<file path="src/hw/rtl/sed_pkg.sv">
// ----------------------------------------------------------------------------
// sed_pkg
// Shared types, codes and constants for the signature envelope deframer.
// ----------------------------------------------------------------------------
package sed_pkg;

  typedef enum logic [3:0] {
    PH_MAGIC,
    PH_SCHEME,
    PH_KLEN_HI,
    PH_KLEN_LO,
    PH_KEY,
    PH_SLEN_HI,
    PH_SLEN_LO,
    PH_SIG,
    PH_CKEY,
    PH_CSIG,
    PH_DONE,
    PH_FAIL
  } phase_t;

  typedef enum logic [2:0] {
    ST_OK,
    ST_MAGIC,
    ST_SCHEME,
    ST_KEYLEN,
    ST_SIGLEN,
    ST_TRUNC,
    ST_TRAIL
  } status_t;

  typedef enum logic [2:0] {
    KIND_HDR,
    KIND_KEY,
    KIND_SIG,
    KIND_CKEY,
    KIND_CSIG,
    KIND_DISCARD
  } kind_t;

  localparam int unsigned ADDR_W = 5;
  localparam int unsigned DATA_W = 32;

  localparam logic [2:0] REG_KEY_L2 = 3'd0;
  localparam logic [2:0] REG_SIG_L2 = 3'd1;
  localparam logic [2:0] REG_KEY_L3 = 3'd2;
  localparam logic [2:0] REG_SIG_L3 = 3'd3;
  localparam logic [2:0] REG_KEY_L5 = 3'd4;
  localparam logic [2:0] REG_SIG_L5 = 3'd5;

  localparam logic [15:0] RST_KEY_L2 = 16'd1312;
  localparam logic [15:0] RST_SIG_L2 = 16'd2420;
  localparam logic [15:0] RST_KEY_L3 = 16'd1952;
  localparam logic [15:0] RST_SIG_L3 = 16'd3309;
  localparam logic [15:0] RST_KEY_L5 = 16'd2592;
  localparam logic [15:0] RST_SIG_L5 = 16'd4627;

  localparam logic [7:0] MAGIC_BYTES [4] = '{8'h44, 8'h50, 8'h51, 8'h31};

  localparam logic [7:0] HYBRID_BIT    = 8'h10;
  localparam logic [7:0] LEVEL_MASK    = 8'h0F;
  localparam logic [7:0] RESERVED_MASK = 8'hE0;
  localparam logic [15:0] CL_KEY_BYTES = 16'd32;
  localparam logic [15:0] CL_SIG_BYTES = 16'd64;

  localparam logic [7:0] LEVEL_2 = 8'h01;
  localparam logic [7:0] LEVEL_3 = 8'h02;
  localparam logic [7:0] LEVEL_5 = 8'h03;

  typedef struct packed {
    logic [15:0] key_l2;
    logic [15:0] sig_l2;
    logic [15:0] key_l3;
    logic [15:0] sig_l3;
    logic [15:0] key_l5;
    logic [15:0] sig_l5;
  } cfg_t;

  typedef struct packed {
    kind_t       byte_kind;
    logic [7:0]  byte_value;
    logic        verdict_valid;
    status_t     status;
    logic [7:0]  scheme_code;
    logic        hybrid_flag;
  } result_t;

  function automatic logic scheme_ok(input logic [7:0] s);
    logic [7:0] lv;
    lv = s & LEVEL_MASK;
    return ((lv == LEVEL_2) || (lv == LEVEL_3) || (lv == LEVEL_5)) &&
           ((s & RESERVED_MASK) == 8'h00);
  endfunction

  function automatic logic [15:0] expected_len(input cfg_t c, input logic [7:0] s,
                                               input logic sig);
    logic [15:0] r;
    case (s & LEVEL_MASK)
      LEVEL_2: r = sig ? c.sig_l2 : c.key_l2;
      LEVEL_3: r = sig ? c.sig_l3 : c.key_l3;
      LEVEL_5: r = sig ? c.sig_l5 : c.key_l5;
      default: r = 16'd0;
    endcase
    return r;
  endfunction

endpackage

</file>
<file path="src/hw/rtl/sed_if.sv">
// ----------------------------------------------------------------------------
// sed_in_if / sed_out_if
// Valid/ready channels carrying envelope bytes in and tagged bytes out.
// ----------------------------------------------------------------------------
interface sed_in_if;
  logic       valid;
  logic       ready;
  logic [7:0] env_byte;
  logic       is_final;

  modport source (output valid, output env_byte, output is_final, input ready);
  modport sink   (input valid, input env_byte, input is_final, output ready);
endinterface

interface sed_out_if;
  logic       valid;
  logic       ready;
  logic [2:0] byte_kind;
  logic [7:0] byte_value;
  logic       verdict_valid;
  logic [2:0] status;
  logic [7:0] scheme_code;
  logic       hybrid_flag;

  modport source (output valid, output byte_kind, output byte_value, output verdict_valid,
                  output status, output scheme_code, output hybrid_flag, input ready);
  modport sink   (input valid, input byte_kind, input byte_value, input verdict_valid,
                  input status, input scheme_code, input hybrid_flag, output ready);
endinterface

</file>
<file path="src/hw/rtl/sed_cfg.sv">
// ----------------------------------------------------------------------------
// sed_cfg
// APB register file holding the expected key and signature lengths.
// ----------------------------------------------------------------------------
module sed_cfg (
  input  logic                         clk,
  input  logic                         rst,
  input  logic                         psel,
  input  logic                         penable,
  input  logic                         pwrite,
  input  logic [sed_pkg::ADDR_W-1:0]   paddr,
  input  logic [sed_pkg::DATA_W-1:0]   pwdata,
  output logic [sed_pkg::DATA_W-1:0]   prdata,
  output logic                         pready,
  output sed_pkg::cfg_t                cfg
);

  logic       wr_en;
  logic [2:0] reg_idx;
  logic [15:0] rd_val;

  assign pready  = 1'b1;
  assign wr_en   = psel && penable && pwrite && pready;
  assign reg_idx = paddr[4:2];

  always_ff @(posedge clk) begin
    if (rst) begin
      cfg.key_l2 <= sed_pkg::RST_KEY_L2;
      cfg.sig_l2 <= sed_pkg::RST_SIG_L2;
      cfg.key_l3 <= sed_pkg::RST_KEY_L3;
      cfg.sig_l3 <= sed_pkg::RST_SIG_L3;
      cfg.key_l5 <= sed_pkg::RST_KEY_L5;
      cfg.sig_l5 <= sed_pkg::RST_SIG_L5;
    end else if (wr_en) begin
      case (reg_idx)
        sed_pkg::REG_KEY_L2: cfg.key_l2 <= pwdata[15:0];
        sed_pkg::REG_SIG_L2: cfg.sig_l2 <= pwdata[15:0];
        sed_pkg::REG_KEY_L3: cfg.key_l3 <= pwdata[15:0];
        sed_pkg::REG_SIG_L3: cfg.sig_l3 <= pwdata[15:0];
        sed_pkg::REG_KEY_L5: cfg.key_l5 <= pwdata[15:0];
        sed_pkg::REG_SIG_L5: cfg.sig_l5 <= pwdata[15:0];
        default: ;
      endcase
    end
  end

  always_comb begin
    case (reg_idx)
      sed_pkg::REG_KEY_L2: rd_val = cfg.key_l2;
      sed_pkg::REG_SIG_L2: rd_val = cfg.sig_l2;
      sed_pkg::REG_KEY_L3: rd_val = cfg.key_l3;
      sed_pkg::REG_SIG_L3: rd_val = cfg.sig_l3;
      sed_pkg::REG_KEY_L5: rd_val = cfg.key_l5;
      sed_pkg::REG_SIG_L5: rd_val = cfg.sig_l5;
      default:             rd_val = 16'd0;
    endcase
  end

  assign prdata = {16'd0, rd_val};

endmodule

</file>
<file path="src/hw/rtl/sed_core.sv">
// ----------------------------------------------------------------------------
// sed_core
// Input register, field tracking state machine and result register.
// ----------------------------------------------------------------------------
module sed_core (
  input  logic          clk,
  input  logic          rst,
  input  sed_pkg::cfg_t cfg,
  sed_in_if.sink        in_ch,
  sed_out_if.source     out_ch
);

  logic        in_valid;
  logic [7:0]  in_byte;
  logic        in_final;
  logic        advance;

  sed_pkg::phase_t  phase, phase_next;
  logic [15:0]      byte_count, byte_count_next;
  logic [7:0]       scheme_held, scheme_held_next;
  logic [7:0]       length_high, length_high_next;
  sed_pkg::status_t error_held, error_held_next;

  logic              out_valid;
  sed_pkg::result_t  out_res, res_next;

  logic [15:0] len_word;
  logic [15:0] cnt_dec;
  logic [15:0] cnt_inc;
  logic        hybrid;

  assign advance     = in_valid && (!out_valid || out_ch.ready);
  assign in_ch.ready = !in_valid || advance;

  assign len_word = {length_high, in_byte};
  assign cnt_dec  = byte_count - 16'd1;
  assign cnt_inc  = byte_count + 16'd1;
  assign hybrid   = (scheme_held & sed_pkg::HYBRID_BIT) != 8'h00;

  always_comb begin
    phase_next       = phase;
    byte_count_next  = byte_count;
    scheme_held_next = scheme_held;
    length_high_next = length_high;
    error_held_next  = error_held;
    res_next.byte_kind = sed_pkg::KIND_HDR;

    case (phase)
      sed_pkg::PH_MAGIC: begin
        if (in_byte != sed_pkg::MAGIC_BYTES[byte_count[1:0]]) begin
          error_held_next = sed_pkg::ST_MAGIC;
          phase_next      = sed_pkg::PH_FAIL;
        end else if (byte_count[1:0] == 2'd3) begin
          byte_count_next = 16'd0;
          phase_next      = sed_pkg::PH_SCHEME;
        end else begin
          byte_count_next = cnt_inc;
        end
      end
      sed_pkg::PH_SCHEME: begin
        scheme_held_next = in_byte;
        if (sed_pkg::scheme_ok(in_byte)) begin
          phase_next = sed_pkg::PH_KLEN_HI;
        end else begin
          error_held_next = sed_pkg::ST_SCHEME;
          phase_next      = sed_pkg::PH_FAIL;
        end
      end
      sed_pkg::PH_KLEN_HI: begin
        length_high_next = in_byte;
        phase_next       = sed_pkg::PH_KLEN_LO;
      end
      sed_pkg::PH_KLEN_LO: begin
        if (len_word != sed_pkg::expected_len(cfg, scheme_held, 1'b0)) begin
          error_held_next = sed_pkg::ST_KEYLEN;
          phase_next      = sed_pkg::PH_FAIL;
        end else if (len_word == 16'd0) begin
          phase_next = sed_pkg::PH_SLEN_HI;
        end else begin
          byte_count_next = len_word;
          phase_next      = sed_pkg::PH_KEY;
        end
      end
      sed_pkg::PH_KEY: begin
        res_next.byte_kind = sed_pkg::KIND_KEY;
        byte_count_next    = cnt_dec;
        if (cnt_dec == 16'd0) phase_next = sed_pkg::PH_SLEN_HI;
      end
      sed_pkg::PH_SLEN_HI: begin
        length_high_next = in_byte;
        phase_next       = sed_pkg::PH_SLEN_LO;
      end
      sed_pkg::PH_SLEN_LO: begin
        if (len_word != sed_pkg::expected_len(cfg, scheme_held, 1'b1)) begin
          error_held_next = sed_pkg::ST_SIGLEN;
          phase_next      = sed_pkg::PH_FAIL;
        end else if (len_word == 16'd0) begin
          if (hybrid) begin
            phase_next      = sed_pkg::PH_CKEY;
            byte_count_next = sed_pkg::CL_KEY_BYTES;
          end else begin
            phase_next = sed_pkg::PH_DONE;
          end
        end else begin
          byte_count_next = len_word;
          phase_next      = sed_pkg::PH_SIG;
        end
      end
      sed_pkg::PH_SIG: begin
        res_next.byte_kind = sed_pkg::KIND_SIG;
        byte_count_next    = cnt_dec;
        if (cnt_dec == 16'd0) begin
          if (hybrid) begin
            phase_next      = sed_pkg::PH_CKEY;
            byte_count_next = sed_pkg::CL_KEY_BYTES;
          end else begin
            phase_next = sed_pkg::PH_DONE;
          end
        end
      end
      sed_pkg::PH_CKEY: begin
        res_next.byte_kind = sed_pkg::KIND_CKEY;
        byte_count_next    = cnt_dec;
        if (cnt_dec == 16'd0) begin
          phase_next      = sed_pkg::PH_CSIG;
          byte_count_next = sed_pkg::CL_SIG_BYTES;
        end
      end
      sed_pkg::PH_CSIG: begin
        res_next.byte_kind = sed_pkg::KIND_CSIG;
        byte_count_next    = cnt_dec;
        if (cnt_dec == 16'd0) phase_next = sed_pkg::PH_DONE;
      end
      sed_pkg::PH_DONE: begin
        res_next.byte_kind = sed_pkg::KIND_DISCARD;
        error_held_next    = sed_pkg::ST_TRAIL;
        phase_next         = sed_pkg::PH_FAIL;
      end
      default: begin
        res_next.byte_kind = sed_pkg::KIND_DISCARD;
      end
    endcase

    res_next.byte_value    = in_byte;
    res_next.verdict_valid = in_final;
    res_next.status        = sed_pkg::ST_OK;
    res_next.scheme_code   = 8'h00;
    res_next.hybrid_flag   = 1'b0;

    if (in_final) begin
      if (phase_next == sed_pkg::PH_FAIL) begin
        res_next.status = error_held_next;
      end else if (phase_next == sed_pkg::PH_DONE) begin
        res_next.status = sed_pkg::ST_OK;
      end else begin
        res_next.status = sed_pkg::ST_TRUNC;
      end
      res_next.scheme_code = scheme_held_next;
      res_next.hybrid_flag = (scheme_held_next & sed_pkg::HYBRID_BIT) != 8'h00;
      // envelope closed, start over
      phase_next       = sed_pkg::PH_MAGIC;
      byte_count_next  = 16'd0;
      scheme_held_next = 8'h00;
      length_high_next = 8'h00;
      error_held_next  = sed_pkg::ST_OK;
    end
  end

  always_ff @(posedge clk) begin
    if (rst) begin
      in_valid    <= 1'b0;
      out_valid   <= 1'b0;
      phase       <= sed_pkg::PH_MAGIC;
      byte_count  <= 16'd0;
      scheme_held <= 8'h00;
      length_high <= 8'h00;
      error_held  <= sed_pkg::ST_OK;
    end else begin
      if (in_ch.valid && in_ch.ready) begin
        in_valid <= 1'b1;
      end else if (advance) begin
        in_valid <= 1'b0;
      end
      if (advance) begin
        out_valid   <= 1'b1;
        phase       <= phase_next;
        byte_count  <= byte_count_next;
        scheme_held <= scheme_held_next;
        length_high <= length_high_next;
        error_held  <= error_held_next;
      end else if (out_ch.ready) begin
        out_valid <= 1'b0;
      end
    end
  end

  always_ff @(posedge clk) begin
    if (in_ch.valid && in_ch.ready) begin
      in_byte  <= in_ch.env_byte;
      in_final <= in_ch.is_final;
    end
    if (advance) begin
      out_res <= res_next;
    end
  end

  assign out_ch.valid         = out_valid;
  assign out_ch.byte_kind     = out_res.byte_kind;
  assign out_ch.byte_value    = out_res.byte_value;
  assign out_ch.verdict_valid = out_res.verdict_valid;
  assign out_ch.status        = out_res.status;
  assign out_ch.scheme_code   = out_res.scheme_code;
  assign out_ch.hybrid_flag   = out_res.hybrid_flag;

endmodule

</file>
<file path="src/hw/rtl/signature_envelope_deframer.sv">
// ----------------------------------------------------------------------------
// signature_envelope_deframer
// Tags each envelope byte with its field and gives a verdict on the last one.
// ----------------------------------------------------------------------------
// a result passes through the input register and then the result register
// throughput: one byte per cycle while the result channel is not stalled, set by the field state update
// a stalled result holds the input register, so the input stalls once
// both registers are full
// reset (rst, synchronous): parser returns to the magic field, length
// registers return to their default values, both channels empty
module signature_envelope_deframer (
  input  logic                        clk,
  input  logic                        rst,
  sed_in_if.sink                      in_ch,
  sed_out_if.source                   out_ch,
  input  logic                        psel,
  input  logic                        penable,
  input  logic                        pwrite,
  input  logic [sed_pkg::ADDR_W-1:0]  paddr,
  input  logic [sed_pkg::DATA_W-1:0]  pwdata,
  output logic [sed_pkg::DATA_W-1:0]  prdata,
  output logic                        pready
);

  sed_pkg::cfg_t cfg;

  sed_cfg u_cfg (
    .clk     (clk),
    .rst     (rst),
    .psel    (psel),
    .penable (penable),
    .pwrite  (pwrite),
    .paddr   (paddr),
    .pwdata  (pwdata),
    .prdata  (prdata),
    .pready  (pready),
    .cfg     (cfg)
  );

  sed_core u_core (
    .clk    (clk),
    .rst    (rst),
    .cfg    (cfg),
    .in_ch  (in_ch),
    .out_ch (out_ch)
  );

endmodule

</file>
<file path="src/flat_wrapper.sv">
// flat-port wrapper written by rule: the top's interface ports become plain ports
module signature_envelope_deframer_flat 
  (clk, rst, psel, penable, pwrite, paddr, pwdata, prdata, pready, in_ch_valid, in_ch_env_byte, in_ch_is_final, in_ch_ready, out_ch_valid, out_ch_byte_kind, out_ch_byte_value, out_ch_verdict_valid, out_ch_status, out_ch_scheme_code, out_ch_hybrid_flag, out_ch_ready);
  sed_in_if in_ch_i ();
  sed_out_if out_ch_i ();
  input  logic clk;
  input  logic rst;
  input  logic psel;
  input  logic penable;
  input  logic pwrite;
  input  logic [sed_pkg::ADDR_W-1:0] paddr;
  input  logic [sed_pkg::DATA_W-1:0] pwdata;
  output logic [sed_pkg::DATA_W-1:0] prdata;
  output logic pready;
  input wire logic [$bits(in_ch_i.valid)-1:0] in_ch_valid;
  input wire logic [$bits(in_ch_i.env_byte)-1:0] in_ch_env_byte;
  input wire logic [$bits(in_ch_i.is_final)-1:0] in_ch_is_final;
  output wire logic [$bits(in_ch_i.ready)-1:0] in_ch_ready;
  output wire logic [$bits(out_ch_i.valid)-1:0] out_ch_valid;
  output wire logic [$bits(out_ch_i.byte_kind)-1:0] out_ch_byte_kind;
  output wire logic [$bits(out_ch_i.byte_value)-1:0] out_ch_byte_value;
  output wire logic [$bits(out_ch_i.verdict_valid)-1:0] out_ch_verdict_valid;
  output wire logic [$bits(out_ch_i.status)-1:0] out_ch_status;
  output wire logic [$bits(out_ch_i.scheme_code)-1:0] out_ch_scheme_code;
  output wire logic [$bits(out_ch_i.hybrid_flag)-1:0] out_ch_hybrid_flag;
  input wire logic [$bits(out_ch_i.ready)-1:0] out_ch_ready;
  assign in_ch_i.valid = in_ch_valid;
  assign in_ch_i.env_byte = in_ch_env_byte;
  assign in_ch_i.is_final = in_ch_is_final;
  assign in_ch_ready = in_ch_i.ready;
  assign out_ch_valid = out_ch_i.valid;
  assign out_ch_byte_kind = out_ch_i.byte_kind;
  assign out_ch_byte_value = out_ch_i.byte_value;
  assign out_ch_verdict_valid = out_ch_i.verdict_valid;
  assign out_ch_status = out_ch_i.status;
  assign out_ch_scheme_code = out_ch_i.scheme_code;
  assign out_ch_hybrid_flag = out_ch_i.hybrid_flag;
  assign out_ch_i.ready = out_ch_ready;
  signature_envelope_deframer u_core (.clk(clk), .rst(rst), .in_ch(in_ch_i), .out_ch(out_ch_i), .psel(psel), .penable(penable), .pwrite(pwrite), .paddr(paddr), .pwdata(pwdata), .prdata(prdata), .pready(pready));
endmodule
</file>
<file path="config.mk">
export PLATFORM = sky130hd
export DESIGN_NAME = signature_envelope_deframer_flat
export DESIGN_NICKNAME = d
export VERILOG_FILES = /design/src/hw/rtl/sed_pkg.sv /design/src/hw/rtl/sed_if.sv /design/src/hw/rtl/sed_cfg.sv /design/src/hw/rtl/sed_core.sv /design/src/hw/rtl/signature_envelope_deframer.sv /design/src/flat_wrapper.sv
export SDC_FILE = /design/constraint.sdc
export NUM_CORES = 1
export LEC_CHECK = 0
export BUFFER_PORTS_ARGS = -buffer_cell sky130_fd_sc_hd__clkbuf_2
export CAP_MARGIN = 20
export CORE_MARGIN = 2
export CORE_UTILIZATION = 25
export DETAILED_ROUTE_END_ITERATION = 6
export SLEW_MARGIN = 20
export SYNTH_ARGS = -nofsm -noshare
export SYNTH_HDL_FRONTEND = slang
export SYNTH_HIERARCHICAL = 1
export SYNTH_SLANG_ARGS = --single-unit
</file>
<file path="constraint.sdc">
create_clock -name clk -period 4 [get_ports clk]
set_clock_uncertainty 0.15 [all_clocks]
set_input_delay 1 -clock clk [delete_from_list [all_inputs] [get_ports clk]]
set_output_delay 1 -clock clk [all_outputs]
set_load 0.02 [all_outputs]
</file>
# Word level (Yosys, flattened, before mapping)
# Index checks and enable logic that the tools add are counted.
[classes]
reduce_logical = 31
muxes = 51
n_lt_le_gt_ge = 1
bitwise = 1
add_sub_neg = 2
eq_ne = 32
[op_table]
columns = ["operator", "count"]
rows = [
  ["two-way mux 16 bit", 13],
  ["one-hot mux 16 bit (6 select lines)", 2],
  ["one-hot mux 16 bit (3 select lines)", 2],
  ["two-way mux 8 bit", 6],
  ["two-way mux 4 bit", 11],
  ["one-hot mux 4 bit (11 select lines)", 1],
  ["logical NOT 16 bit", 2],
  ["!= test 16 bit", 2],
  ["one-hot mux 3 bit (5 select lines)", 2],
  ["equality test 4 x 2 -> 1 bit (second input constant)", 6],
  ["two-way mux 3 bit", 7],
  ["equality test 4 bit (second input constant)", 5],
  ["adder 16 x 1 -> 16 bit (second input constant)", 1],
  ["binary-select mux 8 bit (select 2 bit)", 1],
  ["equality test 4 x 3 -> 1 bit (second input constant)", 4],
  ["subtractor 16 x 1 -> 16 bit (second input constant)", 1],
  ["AND reduction 2 bit", 7],
  ["equality test 4 x 1 -> 1 bit (second input constant)", 3],
  ["!= test 3 bit (second input constant)", 4],
  ["logical NOT 8 bit", 1],
  ["!= test 8 bit", 1],
  ["AND reduction 7 bit", 1],
  ["nonzero test 7 bit", 1],
  ["equality test 3 x 2 -> 1 bit (second input constant)", 2],
  ["16 further kinds", 32],
]
[totals]
ff_bits = 170
word_cells = 139

# Longest topological paths before layout
[depth]
ltp_word = 10
ltp_mapped = 14
depth_no_buf = 11

# Modules after synthesis
# The synthesis kept the hierarchy.
[by_module_without_submodules]
columns = ["mod", "cells_each", "n_inst", "area_per_inst_um2", "seq_area_each_um2"]
rows = [
  ["sed_core", 784, 1, 6174.7, 1781.7],
  ["sed_cfg", 540, 1, 4603.2, 1921.8],
]

# Worst setup path after synthesis
# OpenSTA, ideal clock, no wires.
[synth_timing]
path_type = "register to register"
startpoint = "reg u_core.u_core.byte_count[1]"
endpoint = "reg u_core.u_core.byte_count[13]"
required_time_ns = 3.736
path_stages_with_launch = 14
arrival_ns = 3.202
n_path_buf = 2
setup_time_ns = 0.114
slack_ns = 0.534
path_cell_list = "dfxtp_1 -> clkbuf_1 -> inv_1 -> ha_1 -> or4b_2 -> nor4_1 -> a211o_1 -> nand4_1 -> a21oi_1 -> o21ai_1 -> clkbuf_1 -> a222oi_1 -> a21oi_1 -> a21o_1"
[synth_via]
elab_chain_cells = 7
word_cells_on_any_way = 18
classes_between = "add/sub: 2; eq/ne: 3; mux: 10; bitwise: 1; reduce/logical: 2"
[synth_rtl]
columns = ["item", "line", "rtl"]
rows = [
  ["from (decl)", "sed_core.sv:19", "logic [15:0] byte_count, byte_count_next;"],
  ["from (signal assigned)", "sed_core.sv:187", "byte_count <= byte_count_next;"],
  ["branches (longest 7 deep; another with subtractor 16 x 1 -> 16 bit)", "--", ""],
]
# Several ways; the timed one is not identified. The select of a mux whose other input is x is not followed.
# A chain may end at the register's enable or synchronous reset.

# Worst setup path after layout
[layout_timing]
startpoint = "reg u_core.u_core.scheme_held[1]"
endpoint = "reg u_core.u_core.out_res, in the netlist u_core/u_core/out_ch.status[2] (data pin)"
[layout_via]
elab_chain_cells = 9
word_cells_on_any_way = 19
classes_between = "eq/ne: 7; mux: 12"
[layout_rtl]
columns = ["item", "line", "rtl"]
rows = [
  ["from (decl)", "sed_core.sv:20", "logic [7:0] scheme_held, scheme_held_next;"],
  ["from (signal assigned)", "sed_core.sv:188", "scheme_held <= scheme_held_next;"],
  ["equality test 4 x 2 -> 1 bit / equality test 4 x 1 -> 1 bit (equally long branches)", "sed_pkg.sv:98", "case (s & LEVEL_MASK)"],
  ["one-hot mux 16 bit (3 select lines)", "sed_pkg.sv:98", ""],
  ["two-way mux 16 bit", "sed_core.sv:48", "case (phase)"],
  ["!= test 16 bit (on tied branches)", "sed_core.sv:94, sed_core.sv:74", ""],
  ["two-way mux 4 bit (on tied branches)", "sed_core.sv:94, sed_core.sv:74", ""],
  ["one-hot mux 4 bit (11 select lines)", "sed_core.sv:48", ""],
  ["equality test 4 bit", "sed_core.sv:153", "end else if (phase_next == sed_pkg::PH_DONE) begin"],
  ["two-way mux 3 bit", "sed_core.sv:153", ""],
  ["two-way mux 3 bit *", "sed_core.sv:151", "if (phase_next == sed_pkg::PH_FAIL) begin"],
  ["to (signal assigned)", "sed_core.sv:203", "out_res <= res_next;"],
  ["to (decl)", "sed_core.sv:25", "sed_pkg::result_t out_res, res_next;"],
]
# Every way passes the cells marked *; elsewhere a longest branch is shown, timed or not. The select of a mux whose other input is x is not followed.

==> summary.md <==
| Metric | Value |
|---|---|
| RSZ-0062 raised after global routing | no |
| Library cells used by synthesis | 88 |
| Final setup viols | 0 |
| Final nets | 1,411 |
| Dpl hpwl | 25.1 mm |
| DRT Wirelength | 36.2 mm |
| Critical path class | reg -> reg |
| Max_slew headroom | 40.6% |
| CTS tree | yes |
| Vias | 10,600 |
| Post-synthesis cell area | 0.0108 mm² |
| IO Pins | 112 |
| Total GRT Usage | 16.2% |
| Main combinational cell family by area after synthesis | compound AO/OA/AOI/OAI gates |
| Ys async rst share | 0% |
| Layout cells sized above 1 | 16.1% |
| Initial Util | 25.2% |
| Placeable Area | 0.0428 mm² |
| Die Wd | 212 µm |
| Initial DRC count | 1,222 |
| M1 WL | 16.6 mm |
| Crit-path cells | buf_4 -> buf_4 -> mux2_2 -> a22oi_1 -> a21oi_1 -> nor3_1 -> o2111ai_1 -> or3_4 -> o31a_1 -> o31a_1 -> a22o_1 |
| Cells after Synth | 1,324 |
| Arr. time, crit path | 3800 ps |
| DRC Markers | 0 |
| Cell Rows | 76 |
| Total power draw | 3.87 mW |
| Cell taking the most area after synthesis | dfxtp_1 |
| Post-Synth Simple-Gate Area | 20.0% |
| Grt ovf | 0 |
| N_diodes | 0 |
| Max Freq | 267 MHz |
| Class of the worst hold path | reg -> reg |
| Post-CTS setup buffers | 0 |
| Post-synthesis sequential area ratio | 34.4% |
| Mux cell area share after synthesis | 11.0% |
| DR top layer | met4 |
| Hold buffers post-CTS | 0 |
| Num CTS Buffers | 17 |
| Clk sinks | 169 |
| Worst-Margin Slew | 889 ps |
| First-pass GRT wire length | 56.6 mm |
| Die Ht | 212 µm |
| Final Util | 28.7% |
| Max Slew Vio Count | 0 |
| Critical Path Max Stage Delay | 470 ps |
| Synth Area in Adders | 0.464% |
| H-tree depth | 4 |
| Synth area leaders | dfxtp_1 (25%), edfxtp_1 (8.9%), mux2i_1 (7.5%) |
| Vias in the first global route | 9,872 |
| Initial antenna violation count | 0 |
| Synth warn | 6 |
| Root buffer cell | clkbuf_16 |
| CTS max path bufs | 2 |
| Most frequent cells in the layout | a21oi_1 (138), dfxtp_1 (135), nor2_1 (115), o21ai_0 (109), nand3_1 (82) |
| EDFF count, synth | 32 |
| Tcrit/Tclk final | 93.6% |
| Cell Pwr Density | 315 mW/mm² |
| Compound-Gate Fraction of Synth Area | 25.1% |
| Crit path capture type | flop |
| Setup TNS | 0 ps |
| VDD IR max | 270 µV |
| Synth top area share | 25.4% |
| Maxcap violations | 0 |
| Top FF cell, synth | dfxtp_1 |
| Via/cell ratio | 5.53 |
| Placer Congestion | 0.920 |
| DIE AREA | 0.0448 mm² |
| First-pass detailed-route iteration total | 6 |
| Worst EP required | 4050 ps |
| Clock transition at path regs | 60 ps |
| XOR/XNOR Fraction of Synth Area | 1.79% |
| Synthesized area per cell | 8.14 µm² |
| Leak pwr | 4.39 nW |
| Worst setup SP type | flop |
| Layout Area Growth over Synthesis | 13.8% |
| Fill count | 4,632 |
| Outcome | finished, final reports clean |
| Met2 routed WL | 16.1 mm |
| Reg area | 0.00371 mm² |
| Remaining antenna violation count | 0 |
| Most common cell after layout, fill and taps aside | a21oi_1 |
| Clock Latency Late Sink | 460 ps |
| Post-route minimum period | 3740 ps |
| Slowest cell on crit path | dfxtp_4 |
| Largest net degree at the start of global routing | 111 |
| Register bit total from synthesis | 169 |
| Met3 Routed Length | 2.97 mm |
| Area of the multi-input gates | 0.00636 mm² |
| Wire length per cell | 18.9 µm |
| Worst-path fanout max | 12 |
| Final hold violations | 0 |
| Port bufs | 76 |
[final timing paths]
| check | startpoint | endpoint | cells past startpoint | slack (ps) |
|---|---|---|---|---|
| worst max-delay path | u_core/u_core/scheme_held[1]$_SDFFE_PP0P_ | u_core/u_core/out_ch.status[2]$_SDFFCE_PN0P_ | 11 | 260 |
| worst min-delay path | u_core/u_core/error_held[0]$_SDFFE_PP0P_ | u_core/u_core/error_held[0]$_SDFFE_PP0P_ | 2 | 310 |
| worst max register to register | u_core/u_core/scheme_held[1]$_SDFFE_PP0P_ | u_core/u_core/out_ch.status[2]$_SDFFCE_PN0P_ | 11 | 260 |
| worst min register to register | u_core/u_core/error_held[0]$_SDFFE_PP0P_ | u_core/u_core/error_held[0]$_SDFFE_PP0P_ | 2 | 310 |
[Yosys cell counts, types with 5 or more instances]
| cell | n |
|---|---|
| a211oi_1 | 14 |
| a21o_1 | 9 |
| a21oi_1 | 138 |
| a221oi_1 | 8 |
| a222oi_1 | 5 |
| a22o_1 | 10 |
| a22oi_1 | 37 |
| a31oi_1 | 8 |
| a32oi_1 | 6 |
| and2_1 | 7 |
| and3_1 | 8 |
| buf_2 | 36 |
| buf_4 | 25 |
| clkbuf_1 | 69 |
| dfxtp_1 | 137 |
| edfxtp_1 | 32 |
| inv_1 | 14 |
| mux2_2 | 33 |
| mux2i_1 | 81 |
| nand2_1 | 76 |
| nand2b_1 | 15 |
| nand3_1 | 82 |
| nand3b_1 | 8 |
| nand4_1 | 8 |
| nand4b_1 | 5 |
| nor2_1 | 115 |
| nor2b_1 | 19 |
| nor3_1 | 23 |
| nor3b_1 | 7 |
| nor4_1 | 10 |
| o211ai_1 | 5 |
| o21ai_0 | 109 |
| o21ai_1 | 6 |
| o22a_1 | 10 |
| o2bb2ai_1 | 7 |
| o31ai_1 | 8 |
| or3_1 | 6 |
| or4_1 | 6 |
| xnor2_1 | 11 |
| xor2_1 | 11 |
[layout make-up]
class | instances | share of cell area, %
inverters | 19 | 0.581
well taps | 546 | 5.57
flip-flops and latches | 169 | 30.2
clock inverters | 11 | 0.683
repair buffers | 137 | 7.36
multi-input cells | 1010 | 51.8
clock buffers | 21 | 3.75
[what timing repair did]
action	CTS	global route
hold endpoints to repair	0	0
endpoints found under the setup margin	0	19
resized for setup	0	3
[cell families after synthesis]
family / Yosys count
AO/OA/AOI/OAI: 429
AND/OR/NAND/NOR: 424
flip-flops: 169
buffers and inverters: 160
multiplexers: 114
XOR/XNOR: 22
adder cells (fa/ha/maj): 4
other: 2
[worst max-delay path: cells and delay by family (launching register included)]
family / cells / cell delay (ps)
DFF: 1 / 470
AOI/OAI and AO/OA: 6 / 1610
buffers and inverters: 2 / 320
and+or+nand+nor: 2 / 590
muxes: 1 / 340
[sequential cells by signal, indices dropped and copies added (netlist names), 4 cells and up]
name	count
u_core/u_core/phase	4
u_core/u_cfg/cfg	96
u_core/u_core/byte_count	16
u_core/u_core/length_high	8
u_core/u_core/in_byte	8
u_core/u_core/out_ch.scheme_code	8
u_core/u_core/scheme_held	8
u_core/u_core/out_ch.byte_value	8
[power by group]
group	switching (mW)	total, mW	internal, mW	leakage (nW)
Sequential	0.0434	1.81	1.77	1.41
Combinational	0.323	0.481	0.158	2.71
Clock	0.740	1.58	0.836	0.267
Total	1.11	3.87	2.76	4.39
[stage by stage]
stage	instance area (µm²)	std cells	setup WS, ps	hold WS [ps]
after floorplan	10800	1339	534	287
after detailed placement	11700	1881	199	299
final	12300	1913	256	314
after CTS	12300	1913	183	310
after global placement	11700	1881	266	300
after global routing	12300	1913	37.7	333
[layer usage]
layer	vias to the layer above	GRT usage, %
li1	4926	-
met1	5116	22.6
met2	488	24.7
met3	47	3.37
met4	0	5.10
met5	-	0
Note: power is estimated with default switching activity, not from simulation.
